[config.mk]
export PLATFORM = sky130hd
export DESIGN_NAME = qau_fifo
export DESIGN_NICKNAME = d
export VERILOG_FILES = /design/src/rtl/qau_fifo.sv
export SDC_FILE = /design/constraint.sdc
export NUM_CORES = 1
export LEC_CHECK = 0
export ABC_AREA = 1
export BUFFER_PORTS_ARGS = -buffer_cell sky130_fd_sc_hd__buf_2
export CAP_MARGIN = 20
export CORE_MARGIN = 5
export CORE_UTILIZATION = 30
export DETAILED_ROUTE_END_ITERATION = 8
export HOLD_SLACK_MARGIN = 0.06
export SLEW_MARGIN = 30
export SYNTH_ARGS = -nofsm -noshare
export SYNTH_HDL_FRONTEND = slang
export SYNTH_SLANG_ARGS = --single-unit
[constraint.sdc]
create_clock -name clk -period 1.5 [get_ports clk]
set_clock_uncertainty 0.05 [all_clocks]
set_input_delay 0.15 -clock clk [delete_from_list [all_inputs] [get_ports clk]]
set_output_delay 0.15 -clock clk [all_outputs]
set_load 0.02 [all_outputs]
[src/rtl/qau_fifo.sv]
// ---------------------------------------------------------------------------
// qau_fifo
// small register queue with push/full and pop/empty sides
// ---------------------------------------------------------------------------
module qau_fifo #(
  parameter int W     = 8,
  parameter int DEPTH = 2
) (
  input  logic         clk,
  input  logic         rst_n,
  input  logic         push,
  input  logic [W-1:0] wdata,
  output logic         full,
  input  logic         pop,
  output logic [W-1:0] rdata,
  output logic         empty
);

  localparam int AW = (DEPTH > 1) ? $clog2(DEPTH) : 1;
  localparam int CNW = $clog2(DEPTH + 1);

  logic [W-1:0]   mem_r [DEPTH];
  logic [AW-1:0]  wptr_r, rptr_r;
  logic [CNW-1:0] cnt_r;
  logic           do_push, do_pop;

  assign full    = (cnt_r == CNW'(DEPTH));
  assign empty   = (cnt_r == '0);
  assign do_push = push && !full;
  assign do_pop  = pop && !empty;
  assign rdata   = mem_r[rptr_r];

  // storage
  always_ff @(posedge clk) begin
    if (do_push) begin
      mem_r[wptr_r] <= wdata;
    end
  end

  // pointers and fill count
  always_ff @(posedge clk) begin
    if (!rst_n) begin
      wptr_r <= '0;
      rptr_r <= '0;
      cnt_r  <= '0;
    end else begin
      if (do_push) begin
        wptr_r <= (wptr_r == AW'(DEPTH - 1)) ? '0 : wptr_r + AW'(1);
      end
      if (do_pop) begin
        rptr_r <= (rptr_r == AW'(DEPTH - 1)) ? '0 : rptr_r + AW'(1);
      end
      if (do_push && !do_pop) begin
        cnt_r <= cnt_r + CNW'(1);
      end else if (do_pop && !do_push) begin
        cnt_r <= cnt_r - CNW'(1);
      end
    end
  end

endmodule

==> metrics.md <==
| Metric | Value |
|---|---|
| Status | finished clean |
| H-tree depth | 1 |
| Endpoints failing hold | 0 |
| All-Layer GR Usage | between 7 and 8% |
| Standard-cell rows | 19 |
| Routability cong. | 0.6875 |
| Io pins | 22 |
| Setup slack after layout | 63.74 ps |
| Yosys cell types | 15 |
| TritonRoute pass-1 iters | 2 |
| Post-synth EDFFs | 16 |
| Final worst-path cycle share | 95.75% |
| Yosys warns | 0 |
| Chip Height | 62.39 um |
| Via count | about 570 |
| Cell with the most instances after synthesis | edfxtp_1 |
| Ys async rst share | 0% |
| Post-Syn Nets | 76 |
| Seq cells post-synth | 21 |
| Main synth FF type | edfxtp_1 |
| Total Routed Length | ~1500 um |
| Vias in the first global route | 561 |
| Fmax achieved | 696.3 MHz |
| CP Class | reg2out |
| Top post-synthesis cells by count | edfxtp_1, nor2_1, inv_1, mux2_2, nand2_1 |
| Main area contributors after synthesis | edfxtp_1, dfxtp_1, mux2_2 |
| Crit path cell chain | mux2_2 > buf_2 |
| Hold Path Class | in2reg |
| Max Cap Viol | 0 |
| Slowest stage cell on the critical path | dfxtp_4 |
| CTS tree | done |
| Worst-margin pin slew | 166.9 ps |
| Die area | 3892 um2 |
| Cell count after synthesis | 63 |
| Reg clk slew, reported paths | 120 ps |
| N_diodes | 0 |
| Vias per inst | approximately 4.4 |
| Chip width | 62.39 um |
| Worst stage delay on the critical path | 430 ps |
| Root Buffer | clkbuf_4 |
| Drt initial violations | 9 |
| Tmin final | 1436 ps |
| Aggregate global routing overflow | 0 |
| Final setup fails | 0 |
| Port Buffer Count | 21 |
| Power Density | 1523 nW/um2 |
| Core ar. | 2686 um2 |
| Worst EP required | ~1300 ps |
| Synthesis-to-finish area growth | 37.39% |
| Post-synth top area share | approximately three fifths |
| Mapped Avg Cell Area | 13.07 um2 |
| CP Capture Type | primary output |
| CP Launch Type | flip-flop |
| Worst IR Drop VDD | 0.7035 mV |
| Dpl hpwl | 1021 um |
| Largest area contributor in the netlist | edfxtp_1 |
| Share of cells above drive strength 1 | between 40% and 50% |
| WP data arrival | 1240 ps |
| Clock Sinks | 21 |
| Fin. max-slew vios | 0 |
| First-pass GRT wire length | ~2300 um |
| DRC viols | 0 |
| Register area share after synthesis | between 70% and 80% |
| Routed WL per cell | 11.15 um |
| Slew HR | 88.76% |
| CTS buffer count | 3 |
| Largest net degree at the start of global routing | 13 |
| P_leak | 0.0004691 uW |
| Initial core utilization | 30.65% |
| Clock Tree Buf Depth | 2 |
| Clock latency at the later pin of the worst-skew pair | 300 ps |
| Pre-CTS setup slack | ~21 ps |
| Setup_tns | 0 ps |
| Crit path max fanout | 8 |
| Initial antenna violation count | 0 |
| Post-Syn Area | 823.3 um2 |
| Final ANT Viol Nets | 0 |
| Final #Nets | 114 |
[timing repair]
action / 4_1_cts / 5_1_grt
gates resized for setup: 3 / 4
endpoints found under the hold margin: 18 / 0
setup endpoints to repair: 9 / 2
pin swaps: 0 / 2
hold buffers: 9 / 0
setup buffers: 0 / 2
[worst max-delay path: cells and delay by family, from the launching register on]
kind | cells | cell delay, ps
mux | 1 | 340
flops | 1 | 430
buf+inv | 1 | 160
[layout by cell type, fill, tap and decap left out, drive strengths merged]
master        n
buf          25
edfxtp       16
nor2         11
dlygate4sd3   9
inv           9
mux2          8
nand2         6
dfxtp         5
clkbuf        3
o21ai         3
a21oi         1
nand3         1
nand4         1
ha            1
clkinv        1
[cell families after synthesis]
| logic type | count (synthesis) | share of synthesized area [%] |
|---|---|---|
| buf+inv | 10 | 4.710 |
| mux | 8 | 10.94 |
| fa+ha+maj | 1 | 1.520 |
| simple gates | 19 | 9.423 |
| flops | 21 | 70.52 |
| compound gates | 4 | 2.887 |
[cell type report]
| class | count | area [um2] |
|---|---|---|
| fillers | 273 | 1555 |
| flip-flops and latches | 21 | 589.3 |
| clock buffers | 3 | 22.52 |
| multi-input cells | 32 | 216.5 |
| inverters | 9 | 33.78 |
| repair buffers | 34 | 225.2 |
| clock inverters | 1 | 5.005 |
| well taps | 31 | 38.79 |
[worst paths after layout]
check | from | end | slack (ps) | depth (start not counted)
setup / recovery | flip-flop | rdata[3] | 60 | 2
hold / removal | push | wptr_r | 170 | 5
setup reg to reg | cnt_r[0] | cnt_r[1] | 180 | 9
hold reg to reg | rptr_r | flip-flop | 460 | 2
[state kept, by name, indices dropped and copies added (netlist names), named ones only]
signal  cells
mem_r      16
cnt_r       2
rptr_r      1
wptr_r      1
[where the power goes]
part	switching, uW	leakage, uW	total [uW]	internal, uW
Combinational	353	0.000259	627	274
Sequential	68.3	0.000192	824	756
Clock	173	0.0000177	272	99.4
Total	594	0.000469	1720	1130
[through the flow]
step / hold WS, ps / area, um2 / utilization (%) / std cells / power (uW)
floorplan: 198.9 / 823.3 / - / 63 / 1214
global placement: 292.3 / 977.2 / 36.38 / 116 / 1372
detailed placement: 294.0 / 977.2 / 36.38 / 116 / 1394
CTS: 163.6 / 1100 / 40.94 / 129 / 1691
global route: 182.0 / 1131 / 42.11 / 131 / 1855
finish: 174.6 / 1131 / 42.11 / 131 / 1723
[routing by layer]
layer / part of all wire, % / track usage, %
met1: 45 / 8.770
met2: 47 / 12.44
met4: 0.82 / 3.183
met3: 6.3 / 2.698
met5: 0 / 0
Power figures use the tool's default switching activity.
