`src/rtl/qau_pkg.sv`:
```
// ---------------------------------------------------------------------------
// qau_pkg
// shared codes, constants and tables of the quaternion arithmetic unit
// ---------------------------------------------------------------------------
package qau_pkg;

  localparam int DATA_WIDTH_DEF = 32;
  localparam int FRAC_BITS_DEF  = 16;
  localparam int QUEUE_DEPTH    = 2;
  localparam int ACTION_W       = 4;
  localparam int STATUS_W       = 2;
  localparam int OPW            = 4;

  // action codes on the input port
  localparam logic [ACTION_W-1:0] ACT_CREATE    = 4'd0;
  localparam logic [ACTION_W-1:0] ACT_MULTIPLY  = 4'd1;
  localparam logic [ACTION_W-1:0] ACT_SCALE     = 4'd2;
  localparam logic [ACTION_W-1:0] ACT_ADD       = 4'd3;
  localparam logic [ACTION_W-1:0] ACT_SUB       = 4'd4;
  localparam logic [ACTION_W-1:0] ACT_CONJUGATE = 4'd5;
  localparam logic [ACTION_W-1:0] ACT_NORM      = 4'd6;
  localparam logic [ACTION_W-1:0] ACT_NORMALISE = 4'd7;
  localparam logic [ACTION_W-1:0] ACT_INVERSE   = 4'd8;

  // decoded operation class
  typedef enum logic [OPW-1:0] {
    OP_CREATE, OP_MUL, OP_SCALE, OP_ADD, OP_SUB, OP_CONJ,
    OP_NORM, OP_NORMALISE, OP_INVERSE, OP_NONE
  } op_t;

  // status codes
  localparam logic [STATUS_W-1:0] ST_OK      = 2'd0;
  localparam logic [STATUS_W-1:0] ST_DIVZERO = 2'd1;
  localparam logic [STATUS_W-1:0] ST_SAT     = 2'd2;

  // 2^64 / (2 pi) split into a high and a low word
  localparam logic [29:0] INV2PI_HI = 30'h28BE60DB;
  localparam logic [31:0] INV2PI_LO = 32'h9391054A;

  // cordic datapath
  localparam int CORDIC_STEPS = 30;
  localparam int PHASE_FRAC   = 30;
  localparam int CW           = 34;
  localparam int ZW           = 33;
  localparam logic signed [CW-1:0] CORDIC_GAIN = 34'sd652032874;

  // hamilton product sign table, bit index {lane, term}
  localparam logic [15:0] HB_NEG = 16'b0100_0010_1000_1110;

  // arctangent of 2^-i in turns, scaled by 2^32
  function automatic logic [29:0] atan_turn(input logic [4:0] idx);
    logic [29:0] v;
    unique case (idx)
      5'd0:  v = 30'd536870912;
      5'd1:  v = 30'd316933406;
      5'd2:  v = 30'd167458907;
      5'd3:  v = 30'd85004756;
      5'd4:  v = 30'd42667331;
      5'd5:  v = 30'd21354465;
      5'd6:  v = 30'd10679838;
      5'd7:  v = 30'd5340245;
      5'd8:  v = 30'd2670163;
      5'd9:  v = 30'd1335087;
      5'd10: v = 30'd667544;
      5'd11: v = 30'd333772;
      5'd12: v = 30'd166886;
      5'd13: v = 30'd83443;
      5'd14: v = 30'd41722;
      5'd15: v = 30'd20861;
      5'd16: v = 30'd10430;
      5'd17: v = 30'd5215;
      5'd18: v = 30'd2608;
      5'd19: v = 30'd1304;
      5'd20: v = 30'd652;
      5'd21: v = 30'd326;
      5'd22: v = 30'd163;
      5'd23: v = 30'd81;
      5'd24: v = 30'd41;
      5'd25: v = 30'd20;
      5'd26: v = 30'd10;
      5'd27: v = 30'd5;
      5'd28: v = 30'd3;
      5'd29: v = 30'd1;
      default: v = 30'd0;
    endcase
    return v;
  endfunction

endpackage

```
`src/rtl/qau_fifo.sv`:
```
// ---------------------------------------------------------------------------
// qau_fifo
// small register queue with push/full and pop/empty sides
// ---------------------------------------------------------------------------
module qau_fifo #(
  parameter int W     = 8,
  parameter int DEPTH = 2
) (
  input  logic         clk,
  input  logic         rst_n,
  input  logic         push,
  input  logic [W-1:0] wdata,
  output logic         full,
  input  logic         pop,
  output logic [W-1:0] rdata,
  output logic         empty
);

  localparam int AW = (DEPTH > 1) ? $clog2(DEPTH) : 1;
  localparam int CNW = $clog2(DEPTH + 1);

  logic [W-1:0]   mem_r [DEPTH];
  logic [AW-1:0]  wptr_r, rptr_r;
  logic [CNW-1:0] cnt_r;
  logic           do_push, do_pop;

  assign full    = (cnt_r == CNW'(DEPTH));
  assign empty   = (cnt_r == '0);
  assign do_push = push && !full;
  assign do_pop  = pop && !empty;
  assign rdata   = mem_r[rptr_r];

  // storage
  always_ff @(posedge clk) begin
    if (do_push) begin
      mem_r[wptr_r] <= wdata;
    end
  end

  // pointers and fill count
  always_ff @(posedge clk) begin
    if (!rst_n) begin
      wptr_r <= '0;
      rptr_r <= '0;
      cnt_r  <= '0;
    end else begin
      if (do_push) begin
        wptr_r <= (wptr_r == AW'(DEPTH - 1)) ? '0 : wptr_r + AW'(1);
      end
      if (do_pop) begin
        rptr_r <= (rptr_r == AW'(DEPTH - 1)) ? '0 : rptr_r + AW'(1);
      end
      if (do_push && !do_pop) begin
        cnt_r <= cnt_r + CNW'(1);
      end else if (do_pop && !do_push) begin
        cnt_r <= cnt_r - CNW'(1);
      end
    end
  end

endmodule

```
`src/rtl/qau_front.sv`:
```
// ---------------------------------------------------------------------------
// qau_front
// accepts words, decodes the action into an operation class, queues them
// ---------------------------------------------------------------------------
module qau_front #(
  parameter int DATA_WIDTH = qau_pkg::DATA_WIDTH_DEF
) (
  input  logic                          clk,
  input  logic                          rst_n,
  input  logic                          push,
  output logic                          full,
  input  logic [qau_pkg::ACTION_W-1:0]  action,
  input  logic signed [DATA_WIDTH-1:0]  a_w,
  input  logic signed [DATA_WIDTH-1:0]  a_x,
  input  logic signed [DATA_WIDTH-1:0]  a_y,
  input  logic signed [DATA_WIDTH-1:0]  a_z,
  input  logic signed [DATA_WIDTH-1:0]  b_w,
  input  logic signed [DATA_WIDTH-1:0]  b_x,
  input  logic signed [DATA_WIDTH-1:0]  b_y,
  input  logic signed [DATA_WIDTH-1:0]  b_z,
  input  logic signed [DATA_WIDTH-1:0]  scalar,
  input  logic                          q_pop,
  output logic                          q_empty,
  output logic [qau_pkg::OPW+9*DATA_WIDTH-1:0] q_item
);
  import qau_pkg::*;

  localparam int IW = OPW + 9 * DATA_WIDTH;

  op_t           op;
  logic [IW-1:0] item;

  // action decode, unknown codes give a zero result
  always_comb begin
    unique case (action)
      ACT_CREATE:    op = OP_CREATE;
      ACT_MULTIPLY:  op = OP_MUL;
      ACT_SCALE:     op = OP_SCALE;
      ACT_ADD:       op = OP_ADD;
      ACT_SUB:       op = OP_SUB;
      ACT_CONJUGATE: op = OP_CONJ;
      ACT_NORM:      op = OP_NORM;
      ACT_NORMALISE: op = OP_NORMALISE;
      ACT_INVERSE:   op = OP_INVERSE;
      default:       op = OP_NONE;
    endcase
  end

  assign item = {scalar, b_z, b_y, b_x, b_w, a_z, a_y, a_x, a_w, op};

  // queue toward the execution side
  qau_fifo #(
    .W     (IW),
    .DEPTH (QUEUE_DEPTH)
  ) u_inq (
    .clk   (clk),
    .rst_n (rst_n),
    .push  (push),
    .wdata (item),
    .full  (full),
    .pop   (q_pop),
    .rdata (q_item),
    .empty (q_empty)
  );

endmodule

```
`config.mk`:
```
export PLATFORM = sky130hd
export DESIGN_NAME = qau_front
export DESIGN_NICKNAME = d
export VERILOG_FILES = /design/src/rtl/qau_pkg.sv /design/src/rtl/qau_fifo.sv /design/src/rtl/qau_front.sv
export SDC_FILE = /design/constraint.sdc
export NUM_CORES = 1
export LEC_CHECK = 0
export ABC_CLOCK_PERIOD_IN_PS = 24300
export BUFFER_PORTS_ARGS = -buffer_cell sky130_fd_sc_hd__buf_2
export CAP_MARGIN = 20
export CORE_AREA = 2 2 230 232
export CTS_CLUSTER_DIAMETER = 50
export DETAILED_ROUTE_END_ITERATION = 8
export DIE_AREA = 0 0 232 234
export PLACE_DENSITY_LB_ADDON = 0.08
export SLEW_MARGIN = 20
export SYNTH_ARGS = -nofsm -noshare
export SYNTH_HDL_FRONTEND = slang
export SYNTH_SLANG_ARGS = --single-unit
```
`constraint.sdc`:
```
create_clock -name clk -period 24.3 [get_ports clk]
set_input_delay 4.86 -clock clk [delete_from_list [all_inputs] [get_ports clk]]
set_output_delay 4.86 -clock clk [all_outputs]
set_load 0.02 [all_outputs]
```
==> results of run 1 <==
-- routing by layer --
layer | part of all wire | up-vias | GRT usage
met5 | 0.0036 | - | 0
met4 | 0.031 | 28 | 0.0859
met3 | 0.099 | 109 | 0.0767
met2 | 0.50 | 455 | 0.305
met1 | 0.36 | 5448 | 0.208
li1 | - | 5054 | -
-- cell usage after synthesis (all sizes together) --
cell | n | area share
a21boi | 2 | 0.00070
and2 | 3 | 0.00088
and3 | 1 | 0.00029
buf | 32 | 0.017
dfxtp | 5 | 0.0047
edfxtp | 584 | 0.82
ha | 1 | 0.00058
inv | 2 | 0.00035
mux2 | 292 | 0.15
nand2b | 2 | 0.00058
nor2 | 2 | 0.00035
nor2b | 2 | 0.00058
nor3 | 1 | 0.00047
o21a | 1 | 0.00035
o21ai | 3 | 0.00070
or3 | 1 | 0.00029
xnor2 | 2 | 0.00082
xor2 | 1 | 0.00041
-- final cells by class --
cell class,instances,share of cell area
multi-input cells,314,0.127
diodes,12,0.00111
clock inverters,32,0.00917
repair buffers,601,0.113
flip-flops and latches,589,0.650
inverters,2,0.000277
well taps,688,0.0317
clock buffers,86,0.0675
-- state kept, by name (all words and copies together), names as in the netlist, named ones only --
register	flops
u_inq.rptr_r	1
u_inq.wptr_r	1
u_inq.cnt_r	2
u_inq.mem_r	584
-- placed cells by master (no fill, tap or decap), drive strengths merged --
master,netlist,layout
clkbuf,0,86
a21boi,2,2
xor2,1,1
clkinvlp,0,2
nor3,1,1
and3,1,1
buf,32,601
or3,1,1
xnor2,2,2
ha,1,1
mux2,292,292
o21a,1,1
nand2b,2,2
dfxtp,5,5
diode,0,12
nor2b,2,2
o21ai,3,3
and2,3,3
clkinv,0,24
bufinv,0,3
inv,2,5
nor2,2,2
edfxtp,584,584
-- power by group through the flow --
stage,sequential [mW],clock (mW),combinational [mW]
floorplan,1.37,0,0.565
global placement,1.34,0,0.804
detailed placement,1.34,0,0.808
CTS,1.32,0.976,0.812
global route,1.33,1.01,0.848
finish,1.32,0.949,0.797
-- kinds of logic after synthesis --
family / share of synthesized area
xor+xnor: 0.00123
buf+inv: 0.0169
flops: 0.823
mux: 0.153
simple gates: 0.00344
compound gates: 0.00175
fa+ha+maj: 0.000584
-- final timing paths --
path	cells past startpoint	to	slack [ns]
worst max-delay path	4	q_item[40]	15.85
worst min-delay path	2	u_inq.cnt_r[1]	0.52
worst max register to register	4	u_inq.mem_r[1][230]	21.05
worst min register to register	2	u_inq.cnt_r[1]	0.52
-- critical path, cell delays in order, from the launching register on --
cell,delay [ns]
dfxtp_4,0.74
buf_6,0.66
buf_4,0.79
mux2_2,0.42
buf_2,0.16
==> summary.md, run 1 <==
| Metric | Value |
|---|---|
| Max-slew violations | `0` |
| Total gr overflow | `0` |
| Row cnt | `84` |
| Total negative slack | `0 ns` |
| Post-layout nets | `1872` |
| Crit Path Category | `flip-flop to primary output` |
| Final Hold Fails | `0` |
| Pwr Total | `between 3 and 4 mW` |
| Setup WS post-layout | `~16 ns` |
| Max_cap viols | `0` |
| Clock power share | `0.310` |
| Critical path capture point type | `primary output` |
| Vias in the first global route | `about 11000` |
| Gpl congestion | `between 0.8 and 0.9` |
| RSZ-0062 raised after global routing | `no` |
| Final setup violation count | `0` |
| Layout Area Growth over Synthesis | `26.6%` |
| Syn Area/Cell | `22.9 um2` |
| H-tree Lvls | `3` |
| Synth Instances | `about 940` |
| Sw Share | `0.301` |
| Leakage | `10.0 nW` |
| Critical path startpoint category | `flip-flop` |
| Final Core Density | `0.522` |
| Hold WC Path Type | `flip-flop to flip-flop` |
| Post-Place Setup Slack | `approximately 16 ns` |
| Via count | `11100` |
| Required time of the critical path | `19.44 ns` |
| I/O Buffers | `slightly below 600` |
| CTS buffer count | `67` |
| CP arrival | `~3.6 ns` |
| Part of the power in registers | `0.430` |
| CTS Hold Buffers Added | `0` |
| Vias/cell | `between 4 and 5` |
| Clk_lat worst skew | `between 0.5 and 0.6 ns` |
| Post-CTS Setup Inserts | `0` |
| Worst vdd ir | `between 0.00007 and 0.00008 V` |
| Post-cts resize count | `0` |
| 1st-pass router iterations | `4` |
| Register area share after synthesis | `0.823` |
| DRC | `0` |
| Net Sw Power | `~0.9 mW` |
| Placed Instance Area | `between 20000 and 30000 um2` |
| WL/cell | `~22 um` |
| Footprint of the multi-input gates | `between 3000 and 4000 um2` |
| Setup Skew | `roughly 0.012 ns` |
| DIE AREA | `54300 um2` |
| Clock tree buffer depth | `3` |
| Detail Route Antenna Nets | `0` |
| Total track usage | `0.184` |
| Vert. Die Dim | `between 200 and 250 um` |
| Hold path start | `u_inq.cnt_r[1]` |
| Register bit total from synthesis | `approximately 600` |
| Fillers | `around 4300` |
| FF-to-FF Start | `u_inq.cnt_r[0]` |
| Hpwl dp | `35.7 mm` |
| Share of layout cells above drive strength 1 | `0.608` |
| Die Wd | `between 200 and 250 um` |
| Post-synth cell types | `21` |
| Power Dens Cells | `113 nW/um2` |
| Worst-case hold slack | `~0.52 ns` |
| Mapped Area | `21400 um2` |
| Status | `finished clean` |
| Core area | `52000 um2` |
| Initial Utilization | `0.412` |
| Pin count of the biggest net entering global routing | `approximately 190` |
| Logic pwr share | `0.260` |
| Initial antenna violation count | `27` |
| Mapped Nets | `approximately 1200` |
| First-pass GRT wire length | `between 70 and 80 mm` |
| Post-route cell area | `27100 um2` |
| Detailed Route WL | `between 50 and 60 mm` |
| Period minus WS final | `8.45 ns` |
| Placed insts | `2193` |
| Slew @ Worst Pin | `~1.0 ns` |
| Clock-pin slew on the worst setup and hold paths | `~0.060 ns` |
| Clk sinks | `~590` |
| Fin cells | `roughly 2300` |
| Slew headroom | `0.321` |
| Fin crit share | `0.348` |
| Clk root buf | `clkbuf_16` |
| Initial drt markers | `roughly 690` |
| TritonCTS clock tree | `yes` |
| Io pins | `590` |
| Sequential Area | `approximately 18000 um2` |
| Pint | `about 2.1 mW` |
| Max frequency | `approximately 120 MHz` |
| Crit path max fanout | `78` |
| YS warnings | `0` |
Note: power is estimated with default switching activity, not from simulation.
==> run 2, diff against run 1 <==
Settings changed: ABC_CLOCK_PERIOD_IN_PS 24300 to 6950.
Clock period 24.3 ns to 6.95 ns, I/O delays scaled along.
==> run 2 against run 1 <==
Effect of this change: setup slack got worse by 13 ns; clock power increased to 3.5 times the previous value; register-to-register slack got worse by 17 ns; power increased to 3.5 times the previous value; sequential share of layout area decreased by 0.084 points; sequential cell count unchanged; design area increased by 0.13%; hold slack improved by 0.012 ns; first-iteration DRC count decreased by 24%; largest cell class unchanged.
==> summary.md, run 2 (same netlist as run 1, synthesis figures left out) <==
| Metric | Value |
|---|---|
| Clk sinks | `589 (unchanged)` |
| DIE AREA | `54300 um2 (unchanged)` |
| TritonCTS clock tree | `yes (unchanged)` |
| Io pins | `590 (unchanged)` |
| Post-route cell area | `27200 um2 (was 27100 um2)` |
| Max-slew violations | `0 (unchanged)` |
| Most common cell after layout, fill and taps aside | `buf_2 (unchanged)` |
| Post-layout nets | `1869 (was 1872)` |
| Regs by FF count | `u_inq.mem_r: 584 flops, u_inq.cnt_r: 2 flops (unchanged)` |
| Power Dens Cells | `395 nW/um2 (was 113 nW/um2)` |
| Slew headroom | `0.394 (was 0.321)` |
| WL/cell | `21.9 um (was 22.3 um)` |
| Core area | `52000 um2 (unchanged)` |
| R2R Setup Slk | `4.20 ns (was 21.05 ns)` |
| Detailed Route WL | `50.8 mm (was 51.8 mm)` |
| H-tree Lvls | `3 (unchanged)` |
| Critical path capture point type | `primary output (unchanged)` |
| Period minus WS final | `roughly 4.2 ns` |
| DRC | `0 (unchanged)` |
| Via count | `11000 (was 11100)` |
| CP arrival | `2.83 ns (was 3.59 ns)` |
| Fin crit share | `0.607` |
| Clk root buf | `clkbuf_16 (unchanged)` |
| Setup Skew | `0.0182 ns (was 0.0125 ns)` |
| Clk_lat worst skew | `0.58 ns (about the same)` |
| Slew @ Worst Pin | `0.909 ns (was 1.02 ns)` |
| Top reg by flops | `u_inq.mem_r (unchanged)` |
| I/O Buffers | `589 (unchanged)` |
| Worst vdd ir | `0.000226 V (was 0.0000756 V)` |
| Initial Utilization | `0.412 (unchanged)` |
| Placed Instance Area | `25000 um2 (about the same)` |
| Pwr Total | `10.8 mW (was 3.07 mW)` |
| Hpwl dp | `34.5 mm (was 35.7 mm)` |
| Required time of the critical path | `5.56 ns (was 19.44 ns)` |
| Layout Area Growth over Synthesis | `26.8% (was 26.6%)` |
| Vias in the first global route | `11200 (was 11100)` |
| Post-Place Setup Slack | `3.17 ns (was 16.11 ns)` |
| Clock-pin slew on the worst setup and hold paths | `0.05 ns (was 0.06 ns)` |
| Leakage | `10.0 nW (about the same)` |
| Hold WC Path Type | `flip-flop to flip-flop (unchanged)` |
| Total track usage | `0.179 (was 0.184)` |
| Crit Path Category | `flip-flop to primary output (unchanged)` |
| Max frequency | `237 MHz` |
| Gpl congestion | `0.810 (was 0.891)` |
| Max_cap viols | `0 (unchanged)` |
| Post-CTS Setup Inserts | `0 (unchanged)` |
| Commonest non-fill, non-tap cells in the layout | `buf_2 (589), edfxtp_1 (584), mux2_2 (292) (unchanged)` |
| Vias/cell | `4.76 (was 4.77)` |
| First-pass GRT wire length | `70.4 mm (was 71.9 mm)` |
| Crit path max fanout | `125 (was 78)` |
| Total negative slack | `0 ns (unchanged)` |
| Final Core Density | `0.523 (was 0.522)` |
| CTS Hold Buffers Added | `0 (unchanged)` |
| Total gr overflow | `0 (unchanged)` |
| Share of layout cells above drive strength 1 | `0.608 (about the same)` |
| Final Hold Fails | `0 (unchanged)` |
| Status | `finished clean (unchanged)` |
| Placed insts | `2191 (was 2193)` |
| Initial drt markers | `525 (was 693)` |
| Setup WS post-layout | `2.73 ns (was 15.85 ns)` |
| Post-cts resize count | `0 (unchanged)` |
| Vert. Die Dim | `234 um (unchanged)` |
| Die Wd | `232 um (unchanged)` |
| Row cnt | `84 (unchanged)` |
| Worst-case hold slack | `0.535 ns (was 0.524 ns)` |
| Fillers | `4361 (was 4311)` |
| Fin cells | `2322 (was 2324)` |
| Final setup violation count | `0 (unchanged)` |
| RSZ-0062 raised after global routing | `no (unchanged)` |
| Clock tree buffer depth | `3 (unchanged)` |
| Pin count of the biggest net entering global routing | `144 (was 192)` |
| 1st-pass router iterations | `4 (unchanged)` |
| Detail Route Antenna Nets | `0 (unchanged)` |
| Max FFs per register | `584 (unchanged)` |
| CTS buffer count | `67 (unchanged)` |
| Critical path startpoint category | `flip-flop (unchanged)` |
| Initial antenna violation count | `30 (was 27)` |
## run 2: cell types whose count changed in the layout (fill, tap and decap cells not counted), moves of 2 or more
cell,change
buf_12,+4
buf_4,-4
buf_6,-2
clkbuf_8,+2
clkinv_2,-3
diode_2,+3
inv_6,+3
## run 2: power breakdown
part | switching (mW) | internal (mW)
combinational | 1.75 | 1.05
sequential | 0.137 | 4.47
clock | 1.35 | 2.00
total | 3.23 | 7.52
## run 2: path summary, 6_finish.rpt
check / startpoint / endpoint / cells after the start
hold reg to reg: u_inq.cnt_r[1] / u_inq.cnt_r[1] / 2
setup reg to reg: u_inq.cnt_r[0] / u_inq.mem_r[0][90] / 5
setup / recovery: flip-flop / q_item[43] / 3
hold / removal: u_inq.cnt_r[1] / u_inq.cnt_r[1] / 2
## run 2: area by class of cell
cell class	count	area [um2]	area share
diodes	15	37.5	0.00138
multi-input cells	314	3450	0.127
well taps	688	861	0.0317
repair buffers	598	3080	0.113
clock buffers	87	1860	0.0683
flip-flops and latches	589	17600	0.649
clock inverters	29	240	0.00884
inverters	2	20.0	0.000736
## run 2: per-layer routing
| metal | up-vias | share of wire | GRT usage |
|---|---|---|---|
| li1 | 5058 | - | - |
| met1 | 5454 | 0.36 | 0.197 |
| met2 | 401 | 0.51 | 0.298 |
| met3 | 100 | 0.11 | 0.0852 |
| met4 | 32 | 0.024 | 0.0773 |
| met5 | - | 0.0040 | 0 |
## run 2: critical path: stages (launching register included)
cell and delay (ns):
dfxtp_4 0.91, buf_12 0.61, mux2_2 0.44, buf_2 0.17
==> run 3, diff against run 2 <==
Settings changed: ABC_CLOCK_PERIOD_IN_PS 6950 to 4200.
Clock period 6.95 ns to 4.2 ns, I/O delays scaled along.
==> run 3 against run 2 <==
Effect of this change: sequential power increased by 65%; register-to-register slack lost 2.2 ns; core utilization rose by 0.42 points; hold slack lost 0.089 ns; power increased by 68%; critical path type unchanged; first-iteration DRC count up 6.7%; critical path depth stayed put; highest routed layer unchanged.
==> summary.md, run 3 (same netlist as run 1, synthesis figures left out) <==
| Metric | Value |
|---|---|
| Gpl congestion | `0.792 (was 0.810)` |
| DRC | `0 (unchanged)` |
| CTS Hold Buffers Added | `0 (unchanged)` |
| Clock tree buffer depth | `3 (unchanged)` |
| First-pass GRT wire length | `69.6 mm (was 70.4 mm)` |
| Vert. Die Dim | `234 um (unchanged)` |
| Crit Path Category | `flip-flop to primary output (unchanged)` |
| Detail Route Antenna Nets | `0 (unchanged)` |
| Fin crit share | `0.774` |
| Initial drt markers | `560 (was 525)` |
| Core area | `52000 um2 (unchanged)` |
| FF-to-FF Start | `u_inq.cnt_r[0] (unchanged)` |
| Hpwl dp | `34.5 mm (about the same)` |
| Critical path startpoint category | `flip-flop (unchanged)` |
| Commonest non-fill, non-tap cells in the layout | `buf_2 (589), edfxtp_1 (584), mux2_2 (292) (unchanged)` |
| Power Dens Cells | `658 nW/um2 (was 395 nW/um2)` |
| DIE AREA | `54300 um2 (unchanged)` |
| H-tree Lvls | `3 (unchanged)` |
| Via count | `11000 (about the same)` |
| Hold path start | `a_y[1] (was u_inq.cnt_r[1])` |
| Post-cts resize count | `0 (unchanged)` |
| CTS buffer count | `68 (was 67)` |
| Critical path capture point type | `primary output (unchanged)` |
| Pin count of the biggest net entering global routing | `111 (was 144)` |
| Period minus WS final | `approximately 3.3 ns` |
| RSZ-0062 raised after global routing | `no (unchanged)` |
| Total gr overflow | `0 (unchanged)` |
| Clock-pin slew on the worst setup and hold paths | `0.06 ns (was 0.05 ns)` |
| Clk_lat worst skew | `0.58 ns (about the same)` |
| Total track usage | `0.177 (was 0.179)` |
| Vias in the first global route | `11200 (about the same)` |
| 1st-pass router iterations | `4 (unchanged)` |
| Initial Utilization | `0.412 (unchanged)` |
| Clk sinks | `589 (unchanged)` |
| Regs by FF count | `u_inq.mem_r: 584 flops, u_inq.cnt_r: 2 flops (unchanged)` |
| CP arrival | `2.41 ns (was 2.83 ns)` |
| Vias/cell | `4.70 (was 4.76)` |
| Die Wd | `232 um (unchanged)` |
| Io pins | `590 (unchanged)` |
| Required time of the critical path | `3.36 ns (was 5.56 ns)` |
| Clk root buf | `clkbuf_16 (unchanged)` |
| I/O Buffers | `589 (unchanged)` |
| Final setup violation count | `0 (unchanged)` |
| Status | `finished clean (unchanged)` |
| Slew @ Worst Pin | `0.819 ns (was 0.909 ns)` |
| WL/cell | `21.4 um (was 21.9 um)` |
| Setup Skew | `0.0201 ns (was 0.0182 ns)` |
| Total negative slack | `0 ns (unchanged)` |
| Row cnt | `84 (unchanged)` |
| Slew headroom | `0.454 (was 0.394)` |
| Top reg by flops | `u_inq.mem_r (unchanged)` |
| Initial antenna violation count | `22 (was 30)` |
| Post-CTS Setup Inserts | `0 (unchanged)` |
| Final Hold Fails | `0 (unchanged)` |
| Most common cell after layout, fill and taps aside | `buf_2 (unchanged)` |
| Max_cap viols | `0 (unchanged)` |
| Hold WC Path Type | `input port to flip-flop (was flip-flop to flip-flop)` |
| Layout Area Growth over Synthesis | `27.8% (was 26.8%)` |
| Share of layout cells above drive strength 1 | `0.610 (was 0.608)` |
| Pwr Total | `18.0 mW (was 10.8 mW)` |
| Crit path max fanout | `49 (was 125)` |
| Worst vdd ir | `0.000392 V (was 0.000226 V)` |
| Max frequency | `308 MHz` |
| Detailed Route WL | `49.8 mm (was 50.8 mm)` |
| Leakage | `10.1 nW (was 10.0 nW)` |
| Max-slew violations | `0 (unchanged)` |
| Post-layout nets | `1881 (was 1869)` |
| Max FFs per register | `584 (unchanged)` |
| TritonCTS clock tree | `yes (unchanged)` |
run 3: changes by cell type in the layout (fill, tap and decap cells not counted):
cell / delta
diode_2: -4
clkbuf_8: -2
buf_4: +5
clkinvlp_4: +2
clkinv_1: +6
bufinv_16: +3
clkinv_4: -1
clkinv_2: -2
clkbuf_1: -3
buf_12: +6
run 3: area by class of cell:
class / instances / area (um2)
inverter: 2 / 20.0
clock buffer: 82 / 1820
clock inverter: 37 / 349
multi-input combinational: 314 / 3450
fill: 4333 / 24600
timing repair buffer: 609 / 3240
tap: 688 / 861
sequential: 589 / 17600
antenna: 11 / 27.5
run 3: routing by layer:
metal | share of wire | global-route usage
met1 | 0.36 | 0.193
met2 | 0.51 | 0.296
met3 | 0.097 | 0.0788
met4 | 0.032 | 0.0823
met5 | 0.0025 | 0
run 3: metrics by stage:
| step | instance area [um2] | hold WS (ns) | util | setup slack, ns | cells |
|---|---|---|---|---|---|
| floorplan | 21500 | 0.483 | - | -4.05 | 937 |
| global placement | 25200 | 0.500 | 0.485 | 1.48 | 2202 |
| detailed placement | 25200 | 0.519 | 0.485 | 1.46 | 2202 |
| CTS | 27400 | 0.401 | 0.526 | 0.827 | 2321 |
| global route | 27400 | 0.418 | 0.527 | 0.808 | 2329 |
| finish | 27400 | 0.447 | 0.527 | 0.948 | 2332 |
run 3: where the power goes:
| part | total, mW | switching [mW] | leakage, nW | internal (mW) |
|---|---|---|---|---|
| logic | 4.72 | 2.90 | 3.60 | 1.82 |
| clock network | 5.69 | 2.24 | 1.05 | 3.45 |
| registers | 7.61 | 0.226 | 5.50 | 7.38 |
| total | 18.0 | 5.37 | 10.1 | 12.7 |
run 3: final timing paths:
path | endpoint | slack [ns] | depth (start not counted)
setup / recovery | q_item[281] | 0.95 | 3
hold / removal | u_inq.mem_r[0][69] | 0.45 | 1
setup reg to reg | u_inq.mem_r[0][198] | 2.04 | 5
hold reg to reg | u_inq.cnt_r[1] | 0.55 | 2
run 3: critical path, stage by stage (launching register included):
cell and delay [ns]:
dfxtp_4 0.85, buf_12 0.34, mux2_2 0.37, buf_2 0.18
